## src/rtl/can_signal_unpacker_macros.svh

```systemverilog
`ifndef CAN_SIGNAL_UNPACKER_MACROS_SVH
`define CAN_SIGNAL_UNPACKER_MACROS_SVH

// same-cycle implication, clocked on clk_i, off during reset
`define CSU_ASSERT_IMP(lbl, ante, cons, msg) \
  lbl: assert property (@(posedge clk_i) disable iff (!rst_ni) (ante) |-> (cons)) \
    else $error(msg);

// next-cycle implication, clocked on clk_i, off during reset
`define CSU_ASSERT_NXT(lbl, ante, cons, msg) \
  lbl: assert property (@(posedge clk_i) disable iff (!rst_ni) (ante) |=> (cons)) \
    else $error(msg);

`endif

```

## src/rtl/csu_pkg.sv

```systemverilog
package csu_pkg;

  // default sizes
  localparam int MSG_SLOTS      = 16;
  localparam int VARS_PER_MSG   = 8;
  localparam int VAR_STORE_SIZE = 256;
  localparam int MAX_RESULTS    = 8;

  // field widths
  localparam int REQ_W       = 2;
  localparam int ID_W        = 29;
  localparam int DLC_W       = 4;
  localparam int DATA_W      = 64;
  localparam int SLOT_IDX_W  = 4;
  localparam int POS_W       = 3;
  localparam int CNT_IN_W    = 4;
  localparam int START_W     = 6;
  localparam int KIND_W      = 3;
  localparam int STATUS_W    = 3;
  localparam int VIDX_W      = 8;
  localparam int VAL_W       = 32;
  localparam int VAR_BASE_W  = 8;
  localparam int MSG_COUNT_W = 5;
  localparam int CFG_IDX_W   = 1;
  localparam int CFG_DATA_W  = 8;

  // register indexes
  localparam logic [CFG_IDX_W-1:0] CFG_VAR_BASE  = 1'b0;
  localparam logic [CFG_IDX_W-1:0] CFG_MSG_COUNT = 1'b1;

  typedef enum logic [REQ_W-1:0] {
    REQ_FRAME  = 2'd0,
    REQ_MSG_WR = 2'd1,
    REQ_VAR_WR = 2'd2
  } req_e;

  typedef enum logic [STATUS_W-1:0] {
    ST_VAR_WRITTEN = 3'd0,
    ST_NO_MATCH    = 3'd1,
    ST_TOO_SHORT   = 3'd2,
    ST_NOTHING     = 3'd3,
    ST_TABLE_DONE  = 3'd4
  } status_e;

  typedef enum logic [KIND_W-1:0] {
    KIND_BOOL  = 3'd0,
    KIND_INT8  = 3'd1,
    KIND_INT16 = 3'd2,
    KIND_INT32 = 3'd3,
    KIND_FLOAT = 3'd4
  } kind_e;

  typedef struct packed {
    logic [REQ_W-1:0]      req_type;
    logic [ID_W-1:0]       frame_id;
    logic [DLC_W-1:0]      frame_dlc;
    logic [DATA_W-1:0]     frame_data;
    logic [SLOT_IDX_W-1:0] slot_index;
    logic [POS_W-1:0]      var_position;
    logic [ID_W-1:0]       entry_id;
    logic [DLC_W-1:0]      entry_min_dlc;
    logic [CNT_IN_W-1:0]   entry_var_count;
    logic [START_W-1:0]    entry_start_bit;
    logic [KIND_W-1:0]     entry_type;
  } req_t;

  typedef struct packed {
    logic [STATUS_W-1:0] status;
    logic [VIDX_W-1:0]   var_index;
    logic [VAL_W-1:0]    var_value;
    logic [KIND_W-1:0]   var_kind;
    logic                last;
  } res_t;

  // controller to datapath
  typedef struct packed {
    logic    accept;
    logic    srch_open;
    logic    srch_step;
    logic    hit_load;
    logic    var_step;
    logic    stage;
    logic    finish;
    status_e resp_status;
  } cmd_t;

  // datapath to controller
  typedef struct packed {
    logic srch_end;
    logic match;
    logic too_short;
    logic emit_end;
    logic kind_ok;
    logic pend_valid;
    logic out_free;
  } sts_t;

endpackage

```

## src/rtl/csu_stream_if.sv

```systemverilog
interface csu_stream_if #(
  parameter type T = logic
) ();
  logic valid;
  logic ready;
  T     data;

  modport source (output valid, output data, input ready);
  modport sink   (input valid, input data, output ready);
endinterface

```

## src/rtl/can_signal_unpacker.sv

```systemverilog
// channel   dir  beat                          payload
// req_i     in   frame or table write          csu_pkg::req_t
// res_o     out  one store write or a status   csu_pkg::res_t
// cfg       in   register write, no handshake  cfg_we_i, cfg_idx_i, cfg_wdata_i
//
// a table write or unknown request passes S_DONE on the way to its result beat
// a frame ends after k slots passed in the search when it misses or is too short,
//   and on a match goes on to inspect m descriptors; the search reads one slot a
//   cycle through the message table read port, and each descriptor is read in
//   S_VRD and handled in S_VEMIT through the descriptor table read port
// reset is asynchronous and active low and clears the control registers only, the
//   tables and payload registers hold nothing defined until written
// the result register lets the next item in while a beat waits; a stalled res_o
//   holds the emission or the closing beat until the beat is taken

module can_signal_unpacker #(
  parameter int MSG_SLOTS      = csu_pkg::MSG_SLOTS,
  parameter int VARS_PER_MSG   = csu_pkg::VARS_PER_MSG,
  parameter int VAR_STORE_SIZE = csu_pkg::VAR_STORE_SIZE
) (
  input  logic                           clk_i,
  input  logic                           rst_ni,
  // configuration write port
  input  logic                           cfg_we_i,
  input  logic [csu_pkg::CFG_IDX_W-1:0]  cfg_idx_i,
  input  logic [csu_pkg::CFG_DATA_W-1:0] cfg_wdata_i,
  // request and result channels
  csu_stream_if.sink                     req_i,
  csu_stream_if.source                   res_o
);

  // command and status between sequencer and datapath
  csu_pkg::cmd_t cmd;
  csu_pkg::sts_t sts;
  csu_pkg::req_t req_data;
  csu_pkg::res_t res_data;
  logic          req_ready;
  logic          res_valid;

  assign req_data = req_i.data;

  // sequencer: search, emission and reply steps
  csu_ctrl u_ctrl (
    .clk_i       (clk_i),
    .rst_ni      (rst_ni),
    .req_valid_i (req_i.valid),
    .req_type_i  (req_data.req_type),
    .req_ready_o (req_ready),
    .cmd_o       (cmd),
    .sts_i       (sts)
  );

  // tables, registers, extraction and the result register
  csu_datapath #(
    .MSG_SLOTS      (MSG_SLOTS),
    .VARS_PER_MSG   (VARS_PER_MSG),
    .VAR_STORE_SIZE (VAR_STORE_SIZE)
  ) u_datapath (
    .clk_i       (clk_i),
    .rst_ni      (rst_ni),
    .cfg_we_i    (cfg_we_i),
    .cfg_idx_i   (cfg_idx_i),
    .cfg_wdata_i (cfg_wdata_i),
    .req_data_i  (req_data),
    .cmd_i       (cmd),
    .sts_o       (sts),
    .res_valid_o (res_valid),
    .res_ready_i (res_o.ready),
    .res_data_o  (res_data)
  );

  // ready only while waiting for a new beat
  assign req_i.ready = req_ready;
  assign res_o.valid = res_valid;
  assign res_o.data  = res_data;

endmodule

```

## src/rtl/csu_ctrl.sv

```systemverilog
`include "can_signal_unpacker_macros.svh"

module csu_ctrl (
  input  logic                          clk_i,
  input  logic                          rst_ni,
  input  logic                          req_valid_i,
  input  logic [csu_pkg::REQ_W-1:0]     req_type_i,
  output logic                          req_ready_o,
  output csu_pkg::cmd_t                 cmd_o,
  input  csu_pkg::sts_t                 sts_i
);

  typedef enum logic [5:0] {
    S_IDLE  = 6'b000001,
    S_FILL  = 6'b000010,
    S_SRCH  = 6'b000100,
    S_VRD   = 6'b001000,
    S_VEMIT = 6'b010000,
    S_DONE  = 6'b100000
  } state_e;

  state_e           state_q, state_d;
  csu_pkg::status_e resp_q, resp_d;

  always_comb begin
    state_d          = state_q;
    resp_d           = resp_q;
    req_ready_o      = 1'b0;
    cmd_o            = '0;
    cmd_o.resp_status = resp_q;
    case (state_q)
      S_IDLE: begin
        req_ready_o = 1'b1;
        if (req_valid_i) begin
          cmd_o.accept = 1'b1;
          case (req_type_i)
            csu_pkg::REQ_FRAME: begin
              state_d = S_FILL;
            end
            csu_pkg::REQ_MSG_WR, csu_pkg::REQ_VAR_WR: begin
              resp_d  = csu_pkg::ST_TABLE_DONE;
              state_d = S_DONE;
            end
            default: begin
              resp_d  = csu_pkg::ST_NOTHING;
              state_d = S_DONE;
            end
          endcase
        end
      end
      S_FILL: begin
        cmd_o.srch_open = 1'b1;
        state_d         = S_SRCH;
      end
      S_SRCH: begin
        if (sts_i.srch_end) begin
          resp_d  = csu_pkg::ST_NO_MATCH;
          state_d = S_DONE;
        end else if (sts_i.match) begin
          cmd_o.hit_load = 1'b1;
          if (sts_i.too_short) begin
            resp_d  = csu_pkg::ST_TOO_SHORT;
            state_d = S_DONE;
          end else begin
            resp_d  = csu_pkg::ST_NOTHING;
            state_d = S_VRD;
          end
        end else begin
          cmd_o.srch_step = 1'b1;
        end
      end
      S_VRD: begin
        if (sts_i.emit_end) begin
          state_d = S_DONE;
        end else begin
          state_d = S_VEMIT;
        end
      end
      S_VEMIT: begin
        if (!sts_i.kind_ok) begin
          cmd_o.var_step = 1'b1;
          state_d        = S_VRD;
        end else if (!sts_i.pend_valid || sts_i.out_free) begin
          cmd_o.stage    = 1'b1;
          cmd_o.var_step = 1'b1;
          state_d        = S_VRD;
        end
      end
      S_DONE: begin
        if (sts_i.out_free) begin
          cmd_o.finish = 1'b1;
          state_d      = S_IDLE;
        end
      end
      default: begin
        state_d = S_IDLE;
      end
    endcase
  end

  always_ff @(posedge clk_i or negedge rst_ni) begin
    if (!rst_ni) begin
      state_q <= S_IDLE;
      resp_q  <= csu_pkg::ST_NOTHING;
    end else begin
      state_q <= state_d;
      resp_q  <= resp_d;
    end
  end

  `CSU_ASSERT_NXT(a_frame_to_fill, req_valid_i && req_ready_o && (req_type_i == csu_pkg::REQ_FRAME), state_q == S_FILL, "frame beat did not start the slot search")
  `CSU_ASSERT_IMP(a_stage_room, cmd_o.stage && sts_i.pend_valid, sts_i.out_free, "staged result would overwrite a waiting beat")

endmodule

```

## src/rtl/csu_datapath.sv

```systemverilog
`include "can_signal_unpacker_macros.svh"

module csu_datapath #(
  parameter int MSG_SLOTS      = csu_pkg::MSG_SLOTS,
  parameter int VARS_PER_MSG   = csu_pkg::VARS_PER_MSG,
  parameter int VAR_STORE_SIZE = csu_pkg::VAR_STORE_SIZE
) (
  input  logic                             clk_i,
  input  logic                             rst_ni,
  input  logic                             cfg_we_i,
  input  logic [csu_pkg::CFG_IDX_W-1:0]    cfg_idx_i,
  input  logic [csu_pkg::CFG_DATA_W-1:0]   cfg_wdata_i,
  input  csu_pkg::req_t                    req_data_i,
  input  csu_pkg::cmd_t                    cmd_i,
  output csu_pkg::sts_t                    sts_o,
  output logic                             res_valid_o,
  input  logic                             res_ready_i,
  output csu_pkg::res_t                    res_data_o
);

  localparam int SLOT_W    = (MSG_SLOTS > 1) ? $clog2(MSG_SLOTS) : 1;
  localparam int CNT_W     = $clog2(MSG_SLOTS + 2);
  localparam int VC_W      = $clog2(VARS_PER_MSG + 1);
  localparam int VAR_DEPTH = MSG_SLOTS * VARS_PER_MSG;
  localparam int VA_W      = (VAR_DEPTH > 1) ? $clog2(VAR_DEPTH) : 1;
  localparam int OFF_W     = $clog2((1 << csu_pkg::VAR_BASE_W) + VAR_DEPTH + VARS_PER_MSG);
  localparam int STORE_W   = $clog2(VAR_STORE_SIZE + 1);
  localparam int CMP_W     = (OFF_W > STORE_W) ? OFF_W : STORE_W;
  localparam int MSG_W     = csu_pkg::ID_W + csu_pkg::DLC_W + VC_W;
  localparam int VAR_W     = csu_pkg::START_W + csu_pkg::KIND_W;
  localparam int NW        = $clog2(csu_pkg::MAX_RESULTS + 1);

  // configuration registers
  logic [csu_pkg::VAR_BASE_W-1:0]  var_base_q;
  logic [csu_pkg::MSG_COUNT_W-1:0] msg_count_q;

  // latched frame
  logic [csu_pkg::ID_W-1:0]   frm_id_q;
  logic [csu_pkg::DLC_W-1:0]  frm_dlc_q;
  logic [csu_pkg::DATA_W-1:0] frm_data_q;

  // tables
  logic [MSG_W-1:0] msg_mem [MSG_SLOTS];
  logic [VAR_W-1:0] var_mem [VAR_DEPTH];
  logic [MSG_W-1:0] msg_rd_q;
  logic [VAR_W-1:0] var_rd_q;

  logic              msg_we, var_we;
  logic [SLOT_W-1:0] msg_wa, msg_ra;
  logic [MSG_W-1:0]  msg_wd;
  logic [VA_W-1:0]   var_wa, var_ra;
  logic [VC_W-1:0]   wr_cnt;

  // search and emission state
  logic [CNT_W-1:0]  srch_idx_q, srch_idx_d, cur_idx_q;
  logic [OFF_W-1:0]  offset_q, offset_d, target;
  logic [SLOT_W-1:0] hit_idx_q;
  logic [VC_W-1:0]   hit_cnt_q, v_q, v_d;
  logic [NW-1:0]     n_q, n_d;

  logic                         pend_valid_q, pend_valid_d;
  logic [csu_pkg::VIDX_W-1:0]   pend_idx_q;
  logic [csu_pkg::VAL_W-1:0]    pend_val_q;
  logic [csu_pkg::KIND_W-1:0]   pend_kind_q;

  logic          out_valid_q, out_valid_d, out_free;
  csu_pkg::res_t out_q, out_d;

  logic [csu_pkg::ID_W-1:0]   rd_id;
  logic [csu_pkg::DLC_W-1:0]  rd_dlc;
  logic [VC_W-1:0]            rd_cnt;
  logic [csu_pkg::DATA_W-1:0] shifted;
  logic [csu_pkg::VAL_W-1:0]  ext_val;
  logic                       kind_ok;

  // table write ports, taken from the accepted beat
  always_comb begin
    wr_cnt = (32'(req_data_i.entry_var_count) > VARS_PER_MSG) ? VC_W'(VARS_PER_MSG)
                                                             : VC_W'(req_data_i.entry_var_count);
    msg_we = cmd_i.accept && (req_data_i.req_type == csu_pkg::REQ_MSG_WR)
             && (32'(req_data_i.slot_index) < MSG_SLOTS);
    msg_wa = SLOT_W'(req_data_i.slot_index);
    msg_wd = {req_data_i.entry_id, req_data_i.entry_min_dlc, wr_cnt};
    var_we = cmd_i.accept && (req_data_i.req_type == csu_pkg::REQ_VAR_WR)
             && (32'(req_data_i.slot_index) < MSG_SLOTS)
             && (32'(req_data_i.var_position) < VARS_PER_MSG);
    var_wa = VA_W'(req_data_i.slot_index) * VA_W'(VARS_PER_MSG)
             + VA_W'(req_data_i.var_position);
  end

  assign msg_ra = (32'(srch_idx_q) < MSG_SLOTS) ? SLOT_W'(srch_idx_q) : '0;
  assign var_ra = VA_W'(hit_idx_q) * VA_W'(VARS_PER_MSG) + VA_W'(v_q);

  always_ff @(posedge clk_i) begin
    if (msg_we) begin
      msg_mem[msg_wa] <= msg_wd;
    end
    msg_rd_q <= msg_mem[msg_ra];
  end

  always_ff @(posedge clk_i) begin
    if (var_we) begin
      var_mem[var_wa] <= {req_data_i.entry_start_bit, req_data_i.entry_type};
    end
    var_rd_q <= var_mem[var_ra];
  end

  // slot entry and descriptor decode
  assign rd_id   = msg_rd_q[MSG_W-1 -: csu_pkg::ID_W];
  assign rd_dlc  = msg_rd_q[VC_W +: csu_pkg::DLC_W];
  assign rd_cnt  = msg_rd_q[VC_W-1:0];
  assign target  = offset_q + OFF_W'(v_q);
  assign shifted = frm_data_q >> var_rd_q[VAR_W-1 -: csu_pkg::START_W];

  always_comb begin
    kind_ok = 1'b1;
    ext_val = '0;
    case (var_rd_q[csu_pkg::KIND_W-1:0])
      csu_pkg::KIND_BOOL:  ext_val = {31'b0, shifted[0]};
      csu_pkg::KIND_INT8:  ext_val = {24'b0, shifted[7:0]};
      csu_pkg::KIND_INT16: ext_val = {16'b0, shifted[15:0]};
      csu_pkg::KIND_INT32: ext_val = shifted[31:0];
      csu_pkg::KIND_FLOAT: ext_val = shifted[31:0];
      default:             kind_ok = 1'b0;
    endcase
  end

  assign out_free = !out_valid_q || res_ready_i;

  always_comb begin
    sts_o.srch_end   = (32'(cur_idx_q) >= 32'(msg_count_q)) || (32'(cur_idx_q) >= MSG_SLOTS);
    sts_o.match      = (rd_id == frm_id_q);
    sts_o.too_short  = (rd_dlc != '0) && (frm_dlc_q < rd_dlc);
    sts_o.emit_end   = (v_q >= hit_cnt_q)
                       || (CMP_W'(target) >= CMP_W'(VAR_STORE_SIZE))
                       || (32'(n_q) >= csu_pkg::MAX_RESULTS);
    sts_o.kind_ok    = kind_ok;
    sts_o.pend_valid = pend_valid_q;
    sts_o.out_free   = out_free;
  end

  // next state of search, emission and output
  always_comb begin
    srch_idx_d   = srch_idx_q;
    offset_d     = offset_q;
    v_d          = v_q;
    n_d          = n_q;
    pend_valid_d = pend_valid_q;
    out_d        = out_q;
    out_valid_d  = out_valid_q;

    if (cmd_i.accept) begin
      srch_idx_d   = '0;
      offset_d     = OFF_W'(var_base_q);
      n_d          = '0;
      pend_valid_d = 1'b0;
    end
    // first read of the slot table, nothing to add to the offset yet
    if (cmd_i.srch_open) begin
      srch_idx_d = srch_idx_q + 1'b1;
    end
    if (cmd_i.srch_step) begin
      srch_idx_d = srch_idx_q + 1'b1;
      offset_d   = offset_q + OFF_W'(rd_cnt);
    end
    if (cmd_i.hit_load) begin
      v_d = '0;
    end
    if (cmd_i.var_step) begin
      v_d = v_q + 1'b1;
    end

    if (res_ready_i) begin
      out_valid_d = 1'b0;
    end
    if (cmd_i.stage) begin
      n_d          = n_q + 1'b1;
      pend_valid_d = 1'b1;
      if (pend_valid_q && out_free) begin
        out_valid_d = 1'b1;
        out_d       = '{status: csu_pkg::ST_VAR_WRITTEN, var_index: pend_idx_q,
                        var_value: pend_val_q, var_kind: pend_kind_q, last: 1'b0};
      end
    end
    if (cmd_i.finish && out_free) begin
      out_valid_d  = 1'b1;
      pend_valid_d = 1'b0;
      if (pend_valid_q) begin
        out_d = '{status: csu_pkg::ST_VAR_WRITTEN, var_index: pend_idx_q,
                  var_value: pend_val_q, var_kind: pend_kind_q, last: 1'b1};
      end else begin
        out_d = '{status: cmd_i.resp_status, var_index: '0, var_value: '0,
                  var_kind: '0, last: 1'b1};
      end
    end
  end

  // control registers
  always_ff @(posedge clk_i or negedge rst_ni) begin
    if (!rst_ni) begin
      var_base_q   <= '0;
      msg_count_q  <= '0;
      srch_idx_q   <= '0;
      cur_idx_q    <= '0;
      v_q          <= '0;
      n_q          <= '0;
      pend_valid_q <= 1'b0;
      out_valid_q  <= 1'b0;
    end else begin
      if (cfg_we_i) begin
        case (cfg_idx_i)
          csu_pkg::CFG_VAR_BASE:  var_base_q  <= cfg_wdata_i[csu_pkg::VAR_BASE_W-1:0];
          csu_pkg::CFG_MSG_COUNT: msg_count_q <= cfg_wdata_i[csu_pkg::MSG_COUNT_W-1:0];
          default: ;
        endcase
      end
      srch_idx_q   <= srch_idx_d;
      cur_idx_q    <= srch_idx_q;
      v_q          <= v_d;
      n_q          <= n_d;
      pend_valid_q <= pend_valid_d;
      out_valid_q  <= out_valid_d;
    end
  end

  // payload registers
  always_ff @(posedge clk_i) begin
    if (cmd_i.accept) begin
      frm_id_q   <= req_data_i.frame_id;
      frm_dlc_q  <= req_data_i.frame_dlc;
      frm_data_q <= req_data_i.frame_data;
    end
    if (cmd_i.hit_load) begin
      hit_idx_q <= SLOT_W'(cur_idx_q);
      hit_cnt_q <= rd_cnt;
    end
    if (cmd_i.stage) begin
      pend_idx_q  <= target[csu_pkg::VIDX_W-1:0];
      pend_val_q  <= ext_val;
      pend_kind_q <= var_rd_q[csu_pkg::KIND_W-1:0];
    end
    offset_q <= offset_d;
    out_q    <= out_d;
  end

  assign res_valid_o = out_valid_q;
  assign res_data_o  = out_q;

  `CSU_ASSERT_NXT(a_finish_last, cmd_i.finish && out_free, res_valid_o && res_data_o.last, "closing beat of an item lost its last flag")
  `CSU_ASSERT_IMP(a_stage_bound, cmd_i.stage, 32'(n_q) < csu_pkg::MAX_RESULTS, "more results staged than one item may give")

endmodule
```

## src/flat_wrapper.sv

```systemverilog
// flat-port wrapper written by rule: the top's interface ports become plain ports
module can_signal_unpacker_flat 
#(
  parameter int MSG_SLOTS      = csu_pkg::MSG_SLOTS,
  parameter int VARS_PER_MSG   = csu_pkg::VARS_PER_MSG,
  parameter int VAR_STORE_SIZE = csu_pkg::VAR_STORE_SIZE
)
  (clk_i, rst_ni, cfg_we_i, cfg_idx_i, cfg_wdata_i, req_i_valid, req_i_data, req_i_ready, res_o_valid, res_o_data, res_o_ready);
  csu_stream_if req_i_i ();
  csu_stream_if res_o_i ();
  input  logic clk_i;
  input  logic rst_ni;
  input  logic cfg_we_i;
  input  logic [csu_pkg::CFG_IDX_W-1:0] cfg_idx_i;
  input  logic [csu_pkg::CFG_DATA_W-1:0] cfg_wdata_i;
  input wire logic [$bits(req_i_i.valid)-1:0] req_i_valid;
  input wire logic [$bits(req_i_i.data)-1:0] req_i_data;
  output wire logic [$bits(req_i_i.ready)-1:0] req_i_ready;
  output wire logic [$bits(res_o_i.valid)-1:0] res_o_valid;
  output wire logic [$bits(res_o_i.data)-1:0] res_o_data;
  input wire logic [$bits(res_o_i.ready)-1:0] res_o_ready;
  assign req_i_i.valid = req_i_valid;
  assign req_i_i.data = req_i_data;
  assign req_i_ready = req_i_i.ready;
  assign res_o_valid = res_o_i.valid;
  assign res_o_data = res_o_i.data;
  assign res_o_i.ready = res_o_ready;
  can_signal_unpacker #(.MSG_SLOTS(MSG_SLOTS), .VARS_PER_MSG(VARS_PER_MSG), .VAR_STORE_SIZE(VAR_STORE_SIZE)) u_core (.clk_i(clk_i), .rst_ni(rst_ni), .cfg_we_i(cfg_we_i), .cfg_idx_i(cfg_idx_i), .cfg_wdata_i(cfg_wdata_i), .req_i(req_i_i), .res_o(res_o_i));
endmodule
```

## config.mk

```make
export PLATFORM = sky130hd
export DESIGN_NAME = can_signal_unpacker_flat
export DESIGN_NICKNAME = d
export VERILOG_FILES = /design/src/rtl/csu_pkg.sv /design/src/rtl/csu_stream_if.sv /design/src/rtl/can_signal_unpacker.sv /design/src/rtl/csu_ctrl.sv /design/src/rtl/csu_datapath.sv /design/src/flat_wrapper.sv
export VERILOG_INCLUDE_DIRS = /design/src /design/src/rtl
export SDC_FILE = /design/constraint.sdc
export NUM_CORES = 1
export LEC_CHECK = 0
export ABC_AREA = 1
export BUFFER_PORTS_ARGS = -buffer_cell sky130_fd_sc_hd__buf_2
export CAP_MARGIN = 20
export CORE_UTILIZATION = 57
export DETAILED_ROUTE_END_ITERATION = 8
export PLACE_DENSITY = 0.91
export SYNTH_ARGS = -nofsm -noshare
export SYNTH_HDL_FRONTEND = slang
export SYNTH_SLANG_ARGS = --single-unit
```

## constraint.sdc

```tcl
create_clock -name clk_i -period 3.1 [get_ports clk_i]
set_input_delay 0.31 -clock clk_i [delete_from_list [all_inputs] [get_ports clk_i]]
set_output_delay 0.31 -clock clk_i [all_outputs]
set_load 0.02 [all_outputs]
```

---- After elaboration in Yosys (flattened, before gate mapping) ----
Cells that the tools add are included.
cells by class
  order comparisons ....................... 6
  mux-type cells .......................... 43
  reduce and logical (&&, ||, !) cells .... 25
  eq/ne operators ......................... 14
  add/sub/neg operators ................... 5
  bitwise gates (word level) .............. 1
operator list
  operator             number
  $mux 6               8
  $pmux 6 s6           1
  $logic_not 29->1     1
  $mux 1               21
  $add 9x4->9          2
  $mux 9               2
  $mux 4               4
  $mux 5               3
  $reduce_bool 2->1    5
  $ge 9x9->1 const B   1
  $add 4x1->4 const B  2
  $mux 2               4
  $eq 3x2->1 const B   2
  $eq 6x1->1 const B   1
  $eq 6x2->1 const B   1
  $eq 6x3->1 const B   1
  $eq 6x4->1 const B   1
  $eq 6x5->1 const B   1
  $eq 6x6->1 const B   1
  $reduce_and 2->1     3
  $reduce_bool 3->1    2
  $add 5x1->5 const B  1
  $ge 5x5->1           1
  $ge 5x5->1 const B   1
  16 further kinds     24
word-level totals
  input port bits ......................... 15
  register bits ........................... 99

---- Depth between registers and ports, before layout ----
Gate-level depths: netlist (run 1).
  word-level depth ........................ 8
  gate-level depth with buffers ........... 10
  gate-level depth less buffers ........... 10

---- Cells and area by module ----
A second synthesis (run 1) with hierarchy kept.
second synthesis, totals
  cell total of the unflattened synthesis .. 7259
  area, all modules ....................... 84350.9 sq um
by module, submodules not included
  module               sequential area each (sq um)  instances  cells an instance  area an instance (sq um)
  csu_datapath         60242.8                       1          7158               83691.5
  csu_ctrl             229.0                         1          100                655.6
  can_signal_unpacker  0.0                           1          1                  3.8

---- Worst setup path after synthesis (run 1) ----
No wires, ideal clock.
  kind .................................... register to register
  start point ............................. reg u_core.u_ctrl.state_q[0]
  end point ............................... reg u_core.u_datapath.srch_idx_q[0]
  data required time ...................... 2971 ps
  period minus slack after synthesis ...... 1299 ps
  stages on the path, launching flop included .. 8
  arrival time ............................ 1170 ps
  path buffers ............................ 0
  library setup time ...................... 129 ps
  setup slack ............................. 1801 ps
  cell sequence ........................... dfstp_2 -> inv_1 -> nor2_1 -> nand3_1 -> inv_1 -> nand2_1 -> nand3_1 -> o21ai_0
between the ends
  longest elaborated chain between the ends .. 4
  elaborated cells on any way between the ends .. 9
  those cells by class .................... eq/ne: 3; mux: 5; reduce/logical: 1
ends and longest elaborated chain
  what                    line                 source
  from (decl)             csu_ctrl.sv:22       state_e state_q, state_d;
  from (signal assigned)  csu_ctrl.sv:106      state_q <= state_d;
  $eq 6x2->1              csu_ctrl.sv:31       case (state_q)
  $mux 1                  csu_ctrl.sv:31
  $mux 5                  csu_datapath.sv:159  if (cmd_i.srch_open) begin
  $mux 5                  csu_datapath.sv:162  if (cmd_i.srch_step) begin
  to (signal assigned)    csu_datapath.sv:217  srch_idx_q <= srch_idx_d;
  to (decl)               csu_datapath.sv:55   logic [CNT_W-1:0] srch_idx_q, srch_idx_d, cur_idx_q;
Several ways; a longest one is shown, not always the timed one.
A chain may end at the register's enable or synchronous reset.

---- Final worst setup path (run 1) ----
  start point ............................. reg u_core.u_ctrl.state_q[0]
  end point ............................... out req_i_ready
between the ends
  longest elaborated chain between the ends .. 2
ends and longest elaborated chain
  what        line                source
  $eq 6x1->1  --
  $mux 1      csu_ctrl.sv:31
  to (decl)   flat_wrapper.sv:18  output wire logic [$bits(req_i_i.ready)-1:0] req_i_ready;
No other way between the ends.

==> flow_summary.ini, run 1 <==
[floorplanning]
start_util_pct = 60.8
ios = 18
die_x_um = 44.9
rows = 15
die_area_mm2 = 0.00202
core_mm2 = 0.00173
die_y_um = 44.9

[place]
portBuffers = 13
placed_area_mm2 = 0.00115
place_ws_ns = 1.82
gp_congestion = 0.779
hpwl_mm = 1.27
numPlacedInstances = 158

[sta]
rsz0062_at_grt = no
fin_skew_ns = 0.00350
hold_viol_final = 0
tns_ns = 0
fin_crit_ns = 1.62
timing.fmax_mhz = 616
setup_viol_count_final = 0
slew_violations = 0
worst_slack_ns = 1.48
min_period_over_period_pct = 52.4

[logic_synthesis]
synthMuxAreaShare_pct = 1.07
ys_seq_area_share_pct = 53.0
avgSynthCellArea_um2 = 8.75
synth_adder_area_share_pct = 7.15
synth_compound_area_share_pct = 6.44
synth.distinct_cells = 20
synth_top_family_by_area = simple AND/OR/NAND/NOR gates
yosys.area_share.simple_pct = 24.3
syn_inst = 120
syn_area_mm2 = 0.00105
synth_top_area_share_pct = 47.7
yosys.area.top_type = dfrtp_1
synth_area_leaders = dfrtp_1, nand2_1, ha_1
synth_seq_cells = 22
synth_xor_area_share_pct = 0.834
synthesis.nets = 141
ys_warn_count = 0

[clock_tree]
htree_num_levels = 1
clockRootBuffer = clkbuf_4
path_clk_slew_ns = 0.12
cts.path.max_buffers = 2
numCtsBuffers = 3
cts_resized = 0
worstSkewPairLatency_ns = 0.30
postCtsSetupBuffers = 0
hold_buffers = 1
cts_tree = done
clock_sinks = 22

[layout]
final_nets = 160
nFillCells = 149
antennaDiodeCount = 0
final_cells = 163
synthToLayoutAreaGrowth_pct = 13.6
final_core_util_pct = 69.1
stdcell_area_mm2 = 0.00119
drive_above_1_share_pct = 18.1

[flow_run]
maxCapViolCount = 0

[detailed_routing]
drc_errors = 0
wl_mm = 1.69
vias = 796
dr.first_iter.drc_count = 23
ant_nets = 0
wl_per_cell_um = 10.3
drt-pass1-iter-count = 4
viasPerCell = 4.88

[critical_path]
critPathLaunchType = flop
cp-end-kind = output pin
worst_ep_arrival_time_ns = 1.31
path_class = reg2out
required_ns = 2.79
crit_fanout = 3

[global_routing]
antenna_found_initial = 0
grt_max_degree = 22
grt_first_pass_wirelength_mm = 2.88
grt_pass1_vias = 732
grt_overflow = 0
track_usage_pct = 20.7

[power_and_ir_drop]
powerDensity_mw_per_mm2 = 581
irDropWorstVdd_mv = 0.346
p_leak_nw = 0.679

[run_status]
status = finished, final reports clean

[worst_hold_path]
hp-class = in2reg
stage by stage:
step                      total power [mW]  hold slack (ns)
after floorplan                      0.496           0.0144
after global placement               0.532            0.278
after detailed placement             0.546            0.283
after CTS                            0.702            0.220
after global routing                 0.749            0.202
final                                0.693            0.230
cell type report:
class | count | area (um2) | share of cell area (%)
sequential | 22 | 557 | 46.7
multi-input combinational | 79 | 422 | 35.4
timing repair buffer | 14 | 75.1 | 6.30
inverter | 19 | 71.3 | 5.98
clock buffer | 4 | 36.3 | 3.04
tap | 25 | 31.3 | 2.62
per-layer routing:
layer  GRT usage (%)  wire length [um]  up-vias
met5               0                 0        -
met4            14.5                22        0
met3            4.80                59        2
met2            32.9               810       15
met1            24.9               793      365
li1                -                 -      414
final timing paths:
kind / to / from / slack (ns) / cells after the start
hold reg to reg: u_core.u_datapath.cur_idx_q[4]$_DFF_PN0_ / u_core.u_datapath.srch_idx_q[4]$_DFFE_PN0P_ / 0.43 / 0
max in group asynchronous: u_core.u_ctrl.state_q[0]$_DFFE_PN1P_ / rst_ni / 2.27 / 2
min in group asynchronous: u_core.u_datapath.msg_count_q[2]$_DFFE_PN0P_ / rst_ni / 0.49 / 2
setup / recovery: req_i_ready / u_core.u_ctrl.state_q[0]$_DFFE_PN1P_ / 1.48 / 5
setup reg to reg: u_core.u_datapath.srch_idx_q[4]$_DFFE_PN0P_ / u_core.u_ctrl.state_q[0]$_DFFE_PN1P_ / 1.82 / 7
hold / removal: u_core.u_datapath.msg_count_q[0]$_DFFE_PN0P_ / cfg_wdata_i[0] / 0.23 / 2
power by group:
group / switching, mW / internal, mW / total, mW
logic: 0.101 / 0.0637 / 0.165
clock network: 0.0822 / 0.0716 / 0.154
registers: 0.0354 / 0.339 / 0.375
total: 0.219 / 0.475 / 0.693
flip-flops by register name, indices dropped and copies added (netlist names):
name	count
u_core.u_ctrl.state_q	5
u_core.u_datapath.msg_count_q	5
u_core.u_datapath.srch_idx_q	5
u_core.u_datapath.res_data_o	1
u_core.u_datapath.res_valid_o	1
u_core.u_datapath.cur_idx_q	5
cells in the mapped netlist, drive strengths merged:
master and instances:
nor2 18, conb 1, nand4 1, xor2 1
mux2 1, edfxtp 1, nand2 25, nand3 14
ha 6, a31o 1, dfstp 1, a21oi 8
inv 19, dfrtp 20, o21ai 3
placed cells by master, fill, tap and decap left out, drive strengths merged:
master and count:
xor2 1, o21ai 3, nor2 18, dfstp 1
clkbuf 4, dfrtp 20, conb 1, a31o 1
dlygate4sd3 1, mux2 1, nand4 1, inv 19
ha 6, nand2 25, nand3 14, edfxtp 1
buf 13, a21oi 8
cell families (layout without fill, tap and decap cells):
logic type	count (synthesis)	after routing
AND/OR/NAND/NOR	58	58
flip-flops	22	22
buffers and inverters	19	37
AO/OA/AOI/OAI	12	12
adder cells (fa/ha/maj)	6	6
other	1	1
XOR/XNOR	1	1
multiplexers	1	1
worst max-delay path: stages, from the launching register on:
cell     delay (ns)
dfstp_2        0.56
inv_1          0.05
nor2_1         0.08
nand3_1        0.09
inv_1          0.08
buf_2          0.16
Power figures use the tool's default switching activity.
==> inputs of run 2 (changes only) <==
- CORE_UTILIZATION: 57 -> 53
- PLACE_DENSITY: 0.91 -> 0.86
- clock period: 3.1 -> 1.5 ns (I/O delays scaled with it)
==> run 2 against run 1 <==
Effect of this change: the flow now finishes with violations (negative setup slack); core utilization shrank 1.4 points; die area grew 7.2%; sequential share of layout area shrank 0.53 points; register-to-register slack lost 1.7 ns; routed wire length grew 8.9%; first-iteration DRC count shrank 48%; critical path depth is the same; global-route usage shrank 0.93 points; non-clock buffer count grew 1; sequential cell count is the same; sequential power grew 110%; largest power group unchanged.
==> flow_summary.ini, run 2 (synthesized netlist as in run 1, its figures left out) <==
[detailed_routing]
drc_errors = 0
ant_nets = 0
viasPerCell = 5.05
drt-pass1-iter-count = 4
dr.first_iter.drc_count = 12
vias = 828
wl_mm = 1.84
wl_per_cell_um = 11.2

[clock_tree]
cts.path.max_buffers = 2
cts_tree = done
path_clk_slew_ns = 0.13
clock_sinks = 22
clockRootBuffer = clkbuf_4
numCtsBuffers = 3
worstSkewPairLatency_ns = 0.31
htree_num_levels = 1

[sta]
worst_slack_ns = -0.000170
timing.fmax_mhz = 667
fin_hold_ws_ns = 0.0752
fin_skew_ns = 0.0108
fin_crit_ns = 1.50
slew_violations = 0
hold_viol_final = 0
min_period_over_period_pct = 100
tns_ns = -0.000170
rsz0062_at_grt = yes
setup_viol_count_final = 1

[place]
placed_area_mm2 = 0.00115
gp_congestion = 0.805
hpwl_mm = 1.33
portBuffers = 13

[floorplanning]
die_area_mm2 = 0.00216
rows = 15
die_y_um = 46.5
start_util_pct = 58.9
core_mm2 = 0.00178
ios = 18
die_x_um = 46.5

[power_and_ir_drop]
p_sw_mw = 0.480
p_leak_nw = 0.682
powerDensity_mw_per_mm2 = 1240
netSwitchingFraction_pct = 32.2
pwr-share-comb_pct = 25.6
pwr-share-seq_pct = 52.3
irDropWorstVdd_mv = 0.736
clkPwrFrac_pct = 22.1
internal-power_mw = 1.01

[layout]
nFillCells = 133
antennaDiodeCount = 0
mostFrequentLayoutCell = nand2_1
final_nets = 161
synthToLayoutAreaGrowth_pct = 14.9
stdcell_area_mm2 = 0.00121
final_cell_mix = nand2_1, dfrtp_1, inv_1, nor2_1, nand3_1
drive_above_1_share_pct = 20.1

[critical_path]
max_stage_delay_ns = 0.58
crit_slowest_cell = dfstp_2
path_buf_inv = 3
critPathLaunchType = flop
path_delay_family = flip-flops
rr_worst_depth = 7
reg2reg_slack_ns = 0.14
required_ns = 1.35
worst_ep_arrival_time_ns = 1.35
crit_fanout = 3
path_class = reg2out
r2r-end = u_core.u_datapath.srch_idx_q[0]$_DFFE_PN0P_
r2r-start = u_core.u_ctrl.state_q[0]$_DFFE_PN1P_
cp-end-kind = output pin
path_cells = inv_2 > nor2_1 > nand3_1 > inv_2 > buf_6
cpMostUsedCell = inv_2

[worst_hold_path]
holdCritStartpoint = req_i_valid
whs_path_depth = 4
holdPathEnd = u_core.u_ctrl.state_q[0]$_DFFE_PN1P_
hp-class = in2reg

[global_routing]
grt_overflow = 0
grt_max_degree = 22
track_usage_pct = 19.8
grt_pass1_vias = 735
antenna_found_initial = 0
grt_first_pass_wirelength_mm = 2.90

[run_status]
violations = negative setup slack
status = finished with violations

[flow_run]
maxCapViolCount = 0
run 2: cell types whose count changed in the layout (fill, tap and decap cells not counted):
| cell | delta |
|---|---|
| buf_2 | -1 |
| buf_6 | +1 |
| buf_4 | +1 |
| inv_2 | +2 |
| inv_1 | -2 |
run 2: power groups by stage:
stage / combinational [mW] / clock (mW) / sequential [mW]
2_1_floorplan: 0.251 / 0 / 0.775
3_5_place_dp: 0.339 / 0 / 0.786
5_1_grt: 0.436 / 0.365 / 0.794
4_1_cts: 0.347 / 0.332 / 0.775
3_3_place_gp: 0.322 / 0 / 0.778
6_report: 0.381 / 0.329 / 0.779
run 2: routing by layer:
| layer | GRT usage [%] | vias to the layer above | routed length, um |
|---|---|---|---|
| li1 | - | 416 | - |
| met4 | 12.4 | 0 | 63 |
| met2 | 35.3 | 28 | 937 |
| met3 | 3.53 | 6 | 77 |
| met5 | 0 | - | 0 |
| met1 | 21.1 | 378 | 758 |
run 2: worst reg2reg max path: cells and delay by family (launching register included):
kind | cells | cell delay, ns
AOI/OAI and AO/OA | 1 | 0.08
buffers and inverters | 2 | 0.13
DFF | 1 | 0.58
and+or+nand+nor | 4 | 0.46
run 2: repair_timing:
action / CTS / global route
endpoints found under the hold margin: 20 / 0
setup buffers: 0 / 1
setup endpoints to repair: 0 / 1
hold buffers: 1 / 0
gates resized for setup: 0 / 4
run 2: worst max path at each step:
stage                                             startpoint                                     endpoint  slack [ns]  cells after the start
detailed placement  u_core.u_datapath.cur_idx_q[4]$_DFF_PN0_         u_core.u_ctrl.state_q[0]$_DFFE_PN1P_        0.22                      7
CTS                     u_core.u_ctrl.state_q[0]$_DFFE_PN1P_                                  req_i_ready       0.005                      5
global placement        u_core.u_ctrl.state_q[0]$_DFFE_PN1P_  u_core.u_datapath.srch_idx_q[0]$_DFFE_PN0P_        0.28                      7
finish                  u_core.u_ctrl.state_q[0]$_DFFE_PN1P_                                  req_i_ready     -0.0002                      5
floorplan               u_core.u_ctrl.state_q[0]$_DFFE_PN1P_  u_core.u_datapath.srch_idx_q[0]$_DFFE_PN0P_        0.20                      7
global route            u_core.u_ctrl.state_q[0]$_DFFE_PN1P_                                  req_i_ready       -0.06                      5
run 2: cell type report:
cell class / count / area [um2] / share of cell area [%]
Inverter: 19 / 71.3 / 5.91
Sequential cell: 22 / 557 / 46.2
Clock buffer: 4 / 36.3 / 3.01
Multi-Input combinational cell: 79 / 422 / 35.0
Timing Repair Buffer: 15 / 88.8 / 7.37
Tap cell: 25 / 31.3 / 2.59
run 2: through the flow:
stage          worst slack [ns]  std cells  total power [mW]  utilization (%)
5_1_grt                 -0.0614        164              1.60             67.6
6_report              -0.000170        164              1.49             67.6
3_5_place_dp              0.223        158              1.13             64.3
3_3_place_gp              0.279        158              1.10             64.3
4_1_cts                 0.00475        163              1.45             66.9
2_1_floorplan             0.201        120              1.03                -
